**src/rtl/sft_pkg.sv**
```systemverilog
// ----------------------------------------------------------------------------
// sft_pkg
// Shared types and constants of the stuffed frame transmitter.
// ----------------------------------------------------------------------------
package sft_pkg;

   // Register indexes of the configuration port
   localparam logic [2:0] CSR_FLAG      = 3'd0;
   localparam logic [2:0] CSR_ESCAPE    = 3'd1;
   localparam logic [2:0] CSR_FLAG_CODE = 3'd2;
   localparam logic [2:0] CSR_ESC_ESC   = 3'd3;
   localparam logic [2:0] CSR_ADDRESS   = 3'd4;
   localparam logic [2:0] CSR_CTRL_SEQ0 = 3'd5;
   localparam logic [2:0] CSR_CTRL_SEQ1 = 3'd6;

   // Reset values of the symbol registers
   localparam logic [7:0] RST_FLAG      = 8'd126;
   localparam logic [7:0] RST_ESCAPE    = 8'd125;
   localparam logic [7:0] RST_FLAG_CODE = 8'd94;
   localparam logic [7:0] RST_ESC_ESC   = 8'd93;
   localparam logic [7:0] RST_ADDRESS   = 8'd3;
   localparam logic [7:0] RST_CTRL_SEQ0 = 8'd0;
   localparam logic [7:0] RST_CTRL_SEQ1 = 8'd64;

   // Queue between front and back
   localparam int QUEUE_DEPTH = 2;
   localparam int QPTR_W      = $clog2(QUEUE_DEPTH);
   localparam int QCNT_W      = $clog2(QUEUE_DEPTH + 1);

   typedef struct packed {
      logic [7:0] flag;
      logic [7:0] escape;
      logic [7:0] flag_code;
      logic [7:0] esc_esc;
      logic [7:0] address;
      logic [7:0] ctrl_seq0;
      logic [7:0] ctrl_seq1;
   } cfg_type;

   // One classified payload byte
   typedef struct packed {
      logic [7:0] data;    // raw payload byte
      logic [7:0] check;   // running check including this byte
      logic       hdr;     // byte opens a frame
      logic       seq;     // sequence bit for the header
      logic       last;    // byte closes the frame
   } queue_entry_type;

   typedef enum logic [3:0] {
      PH_START,
      PH_FLAG,
      PH_ADDR,
      PH_CTRL,
      PH_HCHK,
      PH_DATA,
      PH_DESC,
      PH_CHK,
      PH_CESC,
      PH_CLOSE
   } phase_type;

endpackage

```
**src/rtl/sft_front.sv**
```systemverilog
// ----------------------------------------------------------------------------
// sft_front
// Accepts payload bytes, tracks frame state and running check, and hands
// classified entries to the queue.
// ----------------------------------------------------------------------------
module sft_front import sft_pkg::*; (
   input  logic            clock,
   input  logic            reset,
   input  logic            req_tvalid,
   output logic            req_tready,
   input  logic [7:0]      req_tdata,   // [7:0] payload_byte
   input  logic            req_tuser,   // [0] sequence_bit
   input  logic            req_tlast,
   input  logic            q_full,
   output logic            q_push,
   output queue_entry_type q_entry
);

   logic       inside_ff, inside_in;
   logic [7:0] check_ff, check_in;
   logic [7:0] new_check;

   assign req_tready = !q_full;
   assign q_push     = req_tvalid && req_tready;

   // fold the byte into the check; a new frame starts from zero
   assign new_check = (inside_ff ? check_ff : 8'd0) ^ req_tdata;

   always_comb begin
      q_entry.data  = req_tdata;
      q_entry.check = new_check;
      q_entry.hdr   = !inside_ff;
      q_entry.seq   = req_tuser;
      q_entry.last  = req_tlast;
   end

   always_comb begin
      inside_in = inside_ff;
      check_in  = check_ff;
      if (q_push) begin
         inside_in = !req_tlast;
         check_in  = req_tlast ? 8'd0 : new_check;
      end
   end

   always_ff @(posedge clock) begin
      if (reset) begin
         inside_ff <= 1'b0;
         check_ff  <= 8'd0;
      end else begin
         inside_ff <= inside_in;
         check_ff  <= check_in;
      end
   end

endmodule

```
**src/rtl/sft_queue.sv**
```systemverilog
// ----------------------------------------------------------------------------
// sft_queue
// Short FIFO of classified entries between front and back.
// ----------------------------------------------------------------------------
module sft_queue import sft_pkg::*; (
   input  logic            clock,
   input  logic            reset,
   input  logic            push,
   input  queue_entry_type push_entry,
   input  logic            pop,
   output queue_entry_type head,
   output logic            head_valid,
   output logic            full
);

   queue_entry_type        store_ff [QUEUE_DEPTH];
   logic [QPTR_W-1:0]      wr_ptr_ff, wr_ptr_in;
   logic [QPTR_W-1:0]      rd_ptr_ff, rd_ptr_in;
   logic [QCNT_W-1:0]      cnt_ff, cnt_in;

   localparam logic [QCNT_W-1:0] DEPTH_CNT = QCNT_W'(QUEUE_DEPTH);
   localparam logic [QPTR_W-1:0] LAST_PTR  = QPTR_W'(QUEUE_DEPTH - 1);

   assign head       = store_ff[rd_ptr_ff];
   assign head_valid = (cnt_ff != '0);
   assign full       = (cnt_ff == DEPTH_CNT);

   // pointer and count update
   always_comb begin
      wr_ptr_in = wr_ptr_ff;
      rd_ptr_in = rd_ptr_ff;
      cnt_in    = cnt_ff;
      if (push) begin
         wr_ptr_in = (wr_ptr_ff == LAST_PTR) ? '0 : wr_ptr_ff + 1'b1;
      end
      if (pop) begin
         rd_ptr_in = (rd_ptr_ff == LAST_PTR) ? '0 : rd_ptr_ff + 1'b1;
      end
      if (push && !pop) begin
         cnt_in = cnt_ff + 1'b1;
      end else if (pop && !push) begin
         cnt_in = cnt_ff - 1'b1;
      end
   end

   always_ff @(posedge clock) begin
      if (reset) begin
         wr_ptr_ff <= '0;
         rd_ptr_ff <= '0;
         cnt_ff    <= '0;
      end else begin
         wr_ptr_ff <= wr_ptr_in;
         rd_ptr_ff <= rd_ptr_in;
         cnt_ff    <= cnt_in;
      end
   end

   // entry storage, no reset needed
   always_ff @(posedge clock) begin
      if (push) begin
         store_ff[wr_ptr_ff] <= push_entry;
      end
   end

endmodule

```
**src/rtl/sft_back.sv**
```systemverilog
// ----------------------------------------------------------------------------
// sft_back
// Sequencer expanding the queue head into header, stuffed data, stuffed check
// and closing flag, one byte per cycle into the output register unless stalled.
// ----------------------------------------------------------------------------
module sft_back import sft_pkg::*; (
   input  logic            clock,
   input  logic            reset,
   input  cfg_type         cfg,
   input  queue_entry_type head,
   input  logic            head_valid,
   output logic            head_pop,
   output logic            rsp_tvalid,
   input  logic            rsp_tready,
   output logic [7:0]      rsp_tdata,   // [7:0] line_byte
   output logic            rsp_tuser,   // [0] end_of_frame
   output logic            rsp_tlast
);

   phase_type  phase_ff, phase_in;
   phase_type  cur_phase, nxt_phase;
   logic       advance;
   logic       done;
   logic       closing;
   logic [7:0] line_byte;
   logic [7:0] ctrl_byte;
   logic       data_flag, data_esc, chk_flag, chk_esc;

   logic       valid_ff, valid_in;
   logic [7:0] data_ff, data_in;
   logic       last_ff, last_in;
   logic       user_ff, user_in;

   assign advance   = head_valid && (!valid_ff || rsp_tready);
   assign ctrl_byte = head.seq ? cfg.ctrl_seq1 : cfg.ctrl_seq0;
   // flag test comes first, so flag wins when flag equals escape
   assign data_flag = (head.data == cfg.flag);
   assign data_esc  = (head.data == cfg.escape);
   assign chk_flag  = (head.check == cfg.flag);
   assign chk_esc   = (head.check == cfg.escape);

   // at the start of an entry pick header or data
   always_comb begin
      if (phase_ff == PH_START) begin
         cur_phase = head.hdr ? PH_FLAG : PH_DATA;
      end else begin
         cur_phase = phase_ff;
      end
   end

   // next state
   always_comb begin
      unique case (cur_phase)
         PH_FLAG:  nxt_phase = PH_ADDR;
         PH_ADDR:  nxt_phase = PH_CTRL;
         PH_CTRL:  nxt_phase = PH_HCHK;
         PH_HCHK:  nxt_phase = PH_DATA;
         PH_DATA: begin
            if (data_flag || data_esc) nxt_phase = PH_DESC;
            else if (head.last)        nxt_phase = PH_CHK;
            else                       nxt_phase = PH_START;
         end
         PH_DESC:  nxt_phase = head.last ? PH_CHK : PH_START;
         PH_CHK:   nxt_phase = (chk_flag || chk_esc) ? PH_CESC : PH_CLOSE;
         PH_CESC:  nxt_phase = PH_CLOSE;
         PH_CLOSE: nxt_phase = PH_START;
         default:  nxt_phase = PH_START;
      endcase
      phase_in = advance ? nxt_phase : phase_ff;
   end

   // outputs of the current phase
   always_comb begin
      closing = 1'b0;
      unique case (cur_phase)
         PH_FLAG:  line_byte = cfg.flag;
         PH_ADDR:  line_byte = cfg.address;
         PH_CTRL:  line_byte = ctrl_byte;
         PH_HCHK:  line_byte = cfg.address ^ ctrl_byte;
         PH_DATA:  line_byte = (data_flag || data_esc) ? cfg.escape : head.data;
         PH_DESC:  line_byte = data_flag ? cfg.flag_code : cfg.esc_esc;
         PH_CHK:   line_byte = (chk_flag || chk_esc) ? cfg.escape : head.check;
         PH_CESC:  line_byte = chk_flag ? cfg.flag_code : cfg.esc_esc;
         PH_CLOSE: begin
            line_byte = cfg.flag;
            closing   = 1'b1;
         end
         default:  line_byte = cfg.flag;
      endcase
      done     = (nxt_phase == PH_START);
      head_pop = advance && done;
   end

   // output register
   always_comb begin
      valid_in = valid_ff;
      data_in  = data_ff;
      last_in  = last_ff;
      user_in  = user_ff;
      if (advance) begin
         valid_in = 1'b1;
         data_in  = line_byte;
         last_in  = done;
         user_in  = closing;
      end else if (rsp_tready) begin
         valid_in = 1'b0;
      end
   end

   always_ff @(posedge clock) begin
      if (reset) begin
         phase_ff <= PH_START;
         valid_ff <= 1'b0;
      end else begin
         phase_ff <= phase_in;
         valid_ff <= valid_in;
      end
   end

   always_ff @(posedge clock) begin
      data_ff <= data_in;
      last_ff <= last_in;
      user_ff <= user_in;
   end

   assign rsp_tvalid = valid_ff;
   assign rsp_tdata  = data_ff;
   assign rsp_tlast  = last_ff;
   assign rsp_tuser  = user_ff;

endmodule

```
**src/rtl/stuffed_frame_transmitter.sv**
```systemverilog
// ----------------------------------------------------------------------------
// stuffed_frame_transmitter
// Byte-stuffing frame builder with header, XOR check and closing flag.
// ----------------------------------------------------------------------------
//  channel  direction  transaction
//  req_     in         payload byte, tuser = sequence bit, tlast = last of frame
//  rsp_     out        line byte, tlast = end of run, tuser = end of frame
//  csr_     in         symbol register write, index 0..6, others ignored
//
//  Each payload byte yields 1 to 9 line bytes, one per cycle; the back-end
//  sequencer emitting one byte a cycle while rsp_ is not stalled sets the rate.
//  A two-entry queue lets the front accept a byte per cycle while it has room.
//  Synchronous active-high reset empties the queue and closes any open frame.
//  A stalled rsp_ holds its byte and the back waits for the output register.
// ----------------------------------------------------------------------------
module stuffed_frame_transmitter import sft_pkg::*; (
   input  logic       clock,
   input  logic       reset,
   input  logic       req_tvalid,
   output logic       req_tready,
   input  logic [7:0] req_tdata,   // [7:0] payload_byte
   input  logic       req_tuser,   // [0] sequence_bit
   input  logic       req_tlast,
   output logic       rsp_tvalid,
   input  logic       rsp_tready,
   output logic [7:0] rsp_tdata,   // [7:0] line_byte
   output logic       rsp_tuser,   // [0] end_of_frame
   output logic       rsp_tlast,
   input  logic       csr_we,
   input  logic [2:0] csr_index,
   input  logic [7:0] csr_wdata
);

   cfg_type         cfg_ff, cfg_in;
   logic            q_full, q_push, q_pop, q_valid;
   queue_entry_type q_entry, q_head;

   // symbol registers
   always_comb begin
      cfg_in = cfg_ff;
      if (csr_we) begin
         unique case (csr_index)
            CSR_FLAG:      cfg_in.flag      = csr_wdata;
            CSR_ESCAPE:    cfg_in.escape    = csr_wdata;
            CSR_FLAG_CODE: cfg_in.flag_code = csr_wdata;
            CSR_ESC_ESC:   cfg_in.esc_esc   = csr_wdata;
            CSR_ADDRESS:   cfg_in.address   = csr_wdata;
            CSR_CTRL_SEQ0: cfg_in.ctrl_seq0 = csr_wdata;
            CSR_CTRL_SEQ1: cfg_in.ctrl_seq1 = csr_wdata;
            default:       cfg_in = cfg_ff;
         endcase
      end
   end

   always_ff @(posedge clock) begin
      if (reset) begin
         cfg_ff.flag      <= RST_FLAG;
         cfg_ff.escape    <= RST_ESCAPE;
         cfg_ff.flag_code <= RST_FLAG_CODE;
         cfg_ff.esc_esc   <= RST_ESC_ESC;
         cfg_ff.address   <= RST_ADDRESS;
         cfg_ff.ctrl_seq0 <= RST_CTRL_SEQ0;
         cfg_ff.ctrl_seq1 <= RST_CTRL_SEQ1;
      end else begin
         cfg_ff <= cfg_in;
      end
   end

   sft_front u_front (
      .clock      (clock),
      .reset      (reset),
      .req_tvalid (req_tvalid),
      .req_tready (req_tready),
      .req_tdata  (req_tdata),
      .req_tuser  (req_tuser),
      .req_tlast  (req_tlast),
      .q_full     (q_full),
      .q_push     (q_push),
      .q_entry    (q_entry)
   );

   sft_queue u_queue (
      .clock      (clock),
      .reset      (reset),
      .push       (q_push),
      .push_entry (q_entry),
      .pop        (q_pop),
      .head       (q_head),
      .head_valid (q_valid),
      .full       (q_full)
   );

   sft_back u_back (
      .clock      (clock),
      .reset      (reset),
      .cfg        (cfg_ff),
      .head       (q_head),
      .head_valid (q_valid),
      .head_pop   (q_pop),
      .rsp_tvalid (rsp_tvalid),
      .rsp_tready (rsp_tready),
      .rsp_tdata  (rsp_tdata),
      .rsp_tuser  (rsp_tuser),
      .rsp_tlast  (rsp_tlast)
   );

endmodule

```
**config.mk**
```make
export PLATFORM = sky130hd
export DESIGN_NAME = stuffed_frame_transmitter
export DESIGN_NICKNAME = d
export VERILOG_FILES = /design/src/rtl/sft_pkg.sv /design/src/rtl/sft_front.sv /design/src/rtl/sft_queue.sv /design/src/rtl/sft_back.sv /design/src/rtl/stuffed_frame_transmitter.sv
export SDC_FILE = /design/constraint.sdc
export NUM_CORES = 1
export LEC_CHECK = 0
export ABC_AREA = 1
export BUFFER_PORTS_ARGS = -buffer_cell sky130_fd_sc_hd__buf_2
export CAP_MARGIN = 0
export CORE_MARGIN = 4
export CORE_UTILIZATION = 53
export DETAILED_ROUTE_END_ITERATION = 7
export HOLD_SLACK_MARGIN = 0.15
export PLACE_DENSITY = 0.71
export REMOVE_ABC_BUFFERS = 1
export SYNTH_ARGS = -nofsm -noshare
export SYNTH_HDL_FRONTEND = slang
export SYNTH_HIERARCHICAL = 1
export SYNTH_SLANG_ARGS = --single-unit
```
**constraint.sdc**
```tcl
create_clock -name clock -period 2.7 [get_ports clock]
set_clock_uncertainty 0.05 [all_clocks]
set_input_delay 0.54 -clock clock [delete_from_list [all_inputs] [get_ports clock]]
set_output_delay 0.54 -clock clock [all_outputs]
set_load 0.05 [all_outputs]
```
== Word level (Yosys, flattened, before mapping) ==
Memories as Yosys holds them, arrays and structs flattened. A register that Yosys moved wholly into a read port is not among the register bits.
Cells that the tools add are included.
Word-level totals
  register bits after elaboration: 84
  latch bits: 0
  RAM bits: 38
  bits in read-only memories: 0
  input port bits: 26
  output and inout port bits: 12
  memories kept: 1
Operators by class
  add/sub/neg operators: 4
  multiply operators: 0
  divide/modulo/power cells: 0
  magnitude comparators: 0
  equal/unequal tests: 20
  shifts and indexed selects: 0
  multiplexer cells: 25
  bitwise operators: 2
  reduce and logical (&&, ||, !) cells: 27
Memories
  u_queue.store_ff: depth 2, bits a word 19, read ports 1, clocked after memory_dff 1, wr ports 1, line sft_queue.sv:16  | queue_entry_type store_ff [QUEUE_DEPTH];
Operator list (number)
  $mux W8: 7
  $pmux W8 S7: 1
  $eq A8 B8 Y1: 4
  $pmux W4 S8: 1
  $eq A4 B3 Y1 const B: 4
  $xor A8 B8 Y8: 2
  $reduce_and A2 Y1: 7
  $mux W1: 10
  $eq A3 B3 Y1 const B: 3
  $eq A4 B2 Y1 const B: 2
  $eq A4 B4 Y1 const B: 2
  $logic_not A4 Y1: 2
  $mux W4: 2
  $eq A3 B2 Y1 const B: 2
  $logic_not A1 Y1: 6
  $mux W3: 2
  $reduce_bool A2 Y1: 3
  $logic_and A1 B1 Y1: 5
  $eq A4 B1 Y1 const B: 1
  $mux W2: 2
  $eq A3 B1 Y1 const B: 1
  $logic_not A3 Y1: 1
  $logic_or A1 B1 Y1: 3
  $add A1 B1 Y1 const B: 2
  other kinds (3): 3

== Logic depth before layout (Yosys ltp) ==
  depth after elaboration: 9
  gate-level depth with buffers: 21
  gate-level depth less buffers: 19

== Cells and area by module ==
Netlist, hierarchy kept.
By module, submodules not included
  sft_back: times used 1, cells an instance 453, area an instance 2443.6 um2
  stuffed_frame_transmitter: times used 1, cells an instance 303, area an instance 2183.3 um2
  sft_queue: times used 1, cells an instance 92, area an instance 1650.3 um2
  sft_front: times used 1, cells an instance 93, area an instance 713.2 um2

== Least setup slack after synthesis ==
OpenSTA, ideal clock, no wires.
  kind: reg2reg
  start point: register with a tool-made name
  end point: register u_queue.cnt_ff[1]
  library setup time: 64 ps
  arrival: 2437 ps
  slack: 150 ps
  stages on the path, launching flop included: 19
  buffers on the path: 2
  clock period less this slack: 2550 ps
  path through: dfxtp_1 -> buf_6 -> buf_12 -> mux2_4 -> xnor2_1 -> nand2_1 -> nor2_4 -> nand2_4 -> nand2_2 -> o21ai_2 -> nand4_1 -> nor2_1 -> inv_1 -> ha_1 -> inv_1 -> nand3_1 -> nand2_1 -> inv_1 -> nor2_1
RTL lines
  end signal: assignment: line sft_queue.sv:54  | cnt_ff <= cnt_in;
  end: declaration: line sft_queue.sv:19  | logic [QCNT_W-1:0] cnt_ff, cnt_in;

==> run_results.csv <==
group,metric,value,unit
outcome,outcome,"finished clean",
cts,cts.sink_count,123,
detailed_routing,dr.pass1.iters,6,
critical_path,endpoint_required_time_on_the_critical_path,2960,ps
cts,cts_root_buffer,"sky130_fd_sc_hd__clkbuf_16",
global_routing,grt_first_pass_wirelength,28600,µm
global_routing,via_count_of_the_first_global_routing_pass,5800,
synth,syn_inst,941,
critical_path,cp.arrival,2840,ps
placed_design,place.detailed.hpwl,12400,µm
critical_path,timing.critical_path.fanout_max,6,
sta,final-setup-viol-count,0,
critical_path,crit-reg2reg-capture,"u_queue/cnt_ff[1]$_SDFFE_PP0P_",
synth,yosys_cell_types,37,
floorplan,fp-row-count,41,
critical_path,setup.worst_path.class,"flip-flop to flip-flop",
global_routing,antenna_violations_before_repair,0,
detailed_routing,avgRoutedWirePerCell,14.7,µm
sta,timing.fmax,388,MHz
floorplan,die-area,15100,µm²
sta,final_ws_setup,124,ps
synth,synthDominantCellAreaShare,21.5,%
detailed_routing,detailedRoute.firstIterationViolations,338,
pwr,p_sw_share,37.0,%
sta,final_layout_worst_hold_slack,275,ps
synth,synth_ff_type,"sky130_fd_sc_hd__dfxtp_1",
synth,yosysTopAreaCell,"sky130_fd_sc_hd__dfxtp_1",
placed_design,port_buffers,37,
sta,remaining_max_slew_budget_at_the_tightest_pin,44.3,%
floorplan,initial_utilization,54.7,%
critical_path,slack_of_the_worst_reg_to_reg_path,120,ps
pwr,netSwitchingPower,0.00267,W
cells_and_area,layout-drive-gt1-share,19.0,%
placed_design,replace_congestion,0.940,
synth,number_of_enable_type_register_cells_in_the_synthesized_netlist,48,
pwr,power_frac_clock,31.1,%
pwr,power-per-cell-area,904,nW/µm²
synth,synth_most_common_cell,"sky130_fd_sc_hd__nand2_1",
pwr,cellLeakagePower,3.71,nW
cts,clk_latency,420,ps
floorplan,io_pins,38,
worst_hold_path,hold_path.class,"primary input to flip-flop",
sta,worst-slew-pin-transition,834,ps
flow_run,max_cap_violations,0,
synth,yosys-top-cells-area,"sky130_fd_sc_hd__dfxtp_1 (21%), sky130_fd_sc_hd__edfxtp_1 (21%), sky130_fd_sc_hd__nand2_1 (14%)",
floorplan,core_region_area,12800,µm²
detailed_routing,wl,17300,µm
critical_path,setup.worst_path.end_class,"flip-flop",
sta,layout_worst_path_cycle_share,95.4,%
synth,synth_sequential_area_ratio,42.1,%
synth,ys_ff_latch,123,
synth,syn-mean-instance-area,7.43,µm²
synth,yosysWarnings,6,
cts,tritoncts_clock_tree,"yes",
synth,async_flop_share,0,%
detailed_routing,drc_errors,0,
global_routing,globalRouteOverflowTotal,0,
cts,cts.path.max_buffers,2,
floorplan,horizontal_die_dimension,123,µm
placed_design,preCtsSetupSlack,96.3,ps
sta,final.min_clock_period,2580,ps
pwr,power.sequential.fraction,33.6,%
cells_and_area,nNetsFinal,1020,
synth,ys_top_cells_by_count,"sky130_fd_sc_hd__nand2_1 (269), sky130_fd_sc_hd__nand3_1 (142), sky130_fd_sc_hd__nor2_1 (116), sky130_fd_sc_hd__inv_1 (105), sky130_fd_sc_hd__dfxtp_1 (75)",
detailed_routing,vias,6110,
cells_and_area,num_antenna_cells,0,
critical_path,timing.critical_path.mode_cell,"sky130_fd_sc_hd__inv_1",
sta,hold_violations,0,
detailed_routing,drtAntennaViolNets,0,
pwr,vdd.ir_drop.worst,585,µV
global_routing,grt_start_max_net_pins,57,
critical_path,critical-path-max-stage-delay,380,ps
detailed_routing,detail_route.vias_per_cell,5.19,
global_routing,grtUsageTotal,24.6,%
synth,syn-cell-area,6990,µm²
critical_path,r2r_cells,17,
cts,cts.htree.levels,4,
critical_path,end_of_the_critical_path,"u_queue/cnt_ff[1]$_SDFFE_PP0P_",
critical_path,critical_path.startpoint_type,"flip-flop",
pwr,comb_power_share,35.3,%
pwr,power_report.internal_total,0.00455,W
sta,maxSlewViolCount,0,
critical_path,crit_chain,"clkbuf_16 -> mux2_4 -> xnor2_1 -> nand2_1 -> nor2_4 -> nand2_4 -> nand2_2 -> o21ai_2 -> nand4_1 -> nor2_2 -> inv_1 -> ha_4 -> inv_1 -> nand3_1 -> nand2_1 -> inv_1 -> nor2_1",
floorplan,floorplan.die.height,123,µm
cts,cts_clock_pin_slew_for_the_worst_setup_and_hold_paths,50,ps
critical_path,cp_max_delay_cell,"sky130_fd_sc_hd__dfxtp_4",
cts,cts-buffers-inserted,17,
cells_and_area,flow.area_growth_from_synthesis,14.3,%
## power by group through the flow
stage	Clock (W)	Sequential, W	Combinational (W)
floorplan	0	0.00275	0.00154
global placement	0	0.00246	0.00245
detailed placement	0	0.00246	0.00246
CTS	0.00228	0.00243	0.00247
global route	0.00237	0.00245	0.00284
finish	0.00225	0.00243	0.00255
## through the flow
step                util, %  std cells  TNS (ps)  instance area, µm²  total power, W
floorplan                 -        910      -514                6750         0.00429
finish                 62.6       1178         0                7990         0.00722
global placement       57.4       1141         0                7330         0.00491
CTS                    61.9       1173         0                7910         0.00718
detailed placement     57.4       1141         0                7330         0.00492
global route           62.6       1178     -78.4                7990         0.00766
## worst min-delay path by stage
stage / startpoint / to / slack (ps) / cells after the start
2_1_floorplan: cfg_ff[24]$_SDFFE_PP1P_ / cfg_ff[24]$_SDFFE_PP1P_ / 380 / 2
3_3_place_gp: cfg_ff[28]$_SDFFE_PP1P_ / cfg_ff[28]$_SDFFE_PP1P_ / 390 / 2
3_5_place_dp: cfg_ff[28]$_SDFFE_PP1P_ / cfg_ff[28]$_SDFFE_PP1P_ / 400 / 2
4_1_cts: req_tuser / u_queue/store_ff[1][1]$_DFFE_PP_ / 250 / 1
5_1_grt: req_tuser / u_queue/store_ff[1][1]$_DFFE_PP_ / 270 / 1
6_report: req_tuser / u_queue/store_ff[1][1]$_DFFE_PP_ / 270 / 1
## registers in the layout, summed over array words and instances (netlist names), named ones only
| register | flops |
|---|---|
| u_back/rsp_tvalid | 1 |
| u_front/check_ff | 8 |
| u_front/inside_ff | 1 |
| u_back/phase_ff | 4 |
| u_queue/store_ff | 38 |
| u_back/rsp_tdata | 8 |
| u_back/rsp_tuser | 1 |
| u_queue/rd_ptr_ff | 1 |
| u_queue/cnt_ff | 2 |
| u_back/rsp_tlast | 1 |
| u_queue/wr_ptr_ff | 1 |
| cfg_ff | 56 |
## cell usage in the layout (no fill, tap or decap), types with 12 or more instances in the layout
cell type                   count
sky130_fd_sc_hd__a21oi_1       14
sky130_fd_sc_hd__xnor2_1       19
sky130_fd_sc_hd__mux2_4        12
sky130_fd_sc_hd__clkbuf_16     18
sky130_fd_sc_hd__dfxtp_1       74
sky130_fd_sc_hd__nand3_1      142
sky130_fd_sc_hd__nand2_2       24
sky130_fd_sc_hd__buf_4         25
sky130_fd_sc_hd__buf_2         37
sky130_fd_sc_hd__nand2_1      268
sky130_fd_sc_hd__nor2_1       115
sky130_fd_sc_hd__inv_1        105
sky130_fd_sc_hd__edfxtp_1      48
## worst max-delay path, delay by kind of cell (launching register included)
kind	cells	cell delay, ps
multiplexers	1	310
adder cells (fa/ha/maj)	1	280
AO/OA/AOI/OAI	1	180
flip-flops	1	380
XOR/XNOR	1	140
buffers and inverters	4	340
AND/OR/NAND/NOR	9	800
## logic make-up (layout without fill, tap and decap cells)
group           Yosys count  after routing  share of synthesized area (%)
simple gates            590            590                           38.4
buf+inv                 148            213                           9.75
flops                   123            123                           42.1
compound gates           41             41                           3.60
xor+xnor                 19             19                           2.38
mux                      19             19                           3.60
fa+ha+maj                 1              1                          0.179
## final cells by class
| cell class | count | area (µm²) |
|---|---|---|
| clock buffers | 18 | 429 |
| clock inverters | 14 | 153 |
| fillers | 1142 | 4780 |
| inverters | 117 | 439 |
| multi-input cells | 670 | 3390 |
| flip-flops and latches | 123 | 2950 |
| well taps | 172 | 215 |
| repair buffers | 64 | 418 |
## timing repair
item / CTS / global route
endpoints found under the hold margin: 0 / 0
resized for setup: 0 / 7
buffers inserted: 0 / 4
hold buffers: 0 / 0
endpoints found under the setup margin: 0 / 2
## per-layer routing
layer	track usage, %	up-vias	routed length (µm)
met5	0	-	0
met4	10.8	0	597
met3	5.12	40	864
met2	40.4	177	8180
met1	31.2	2799	7650
li1	-	3094	-
Power figures use the tool's default switching activity.
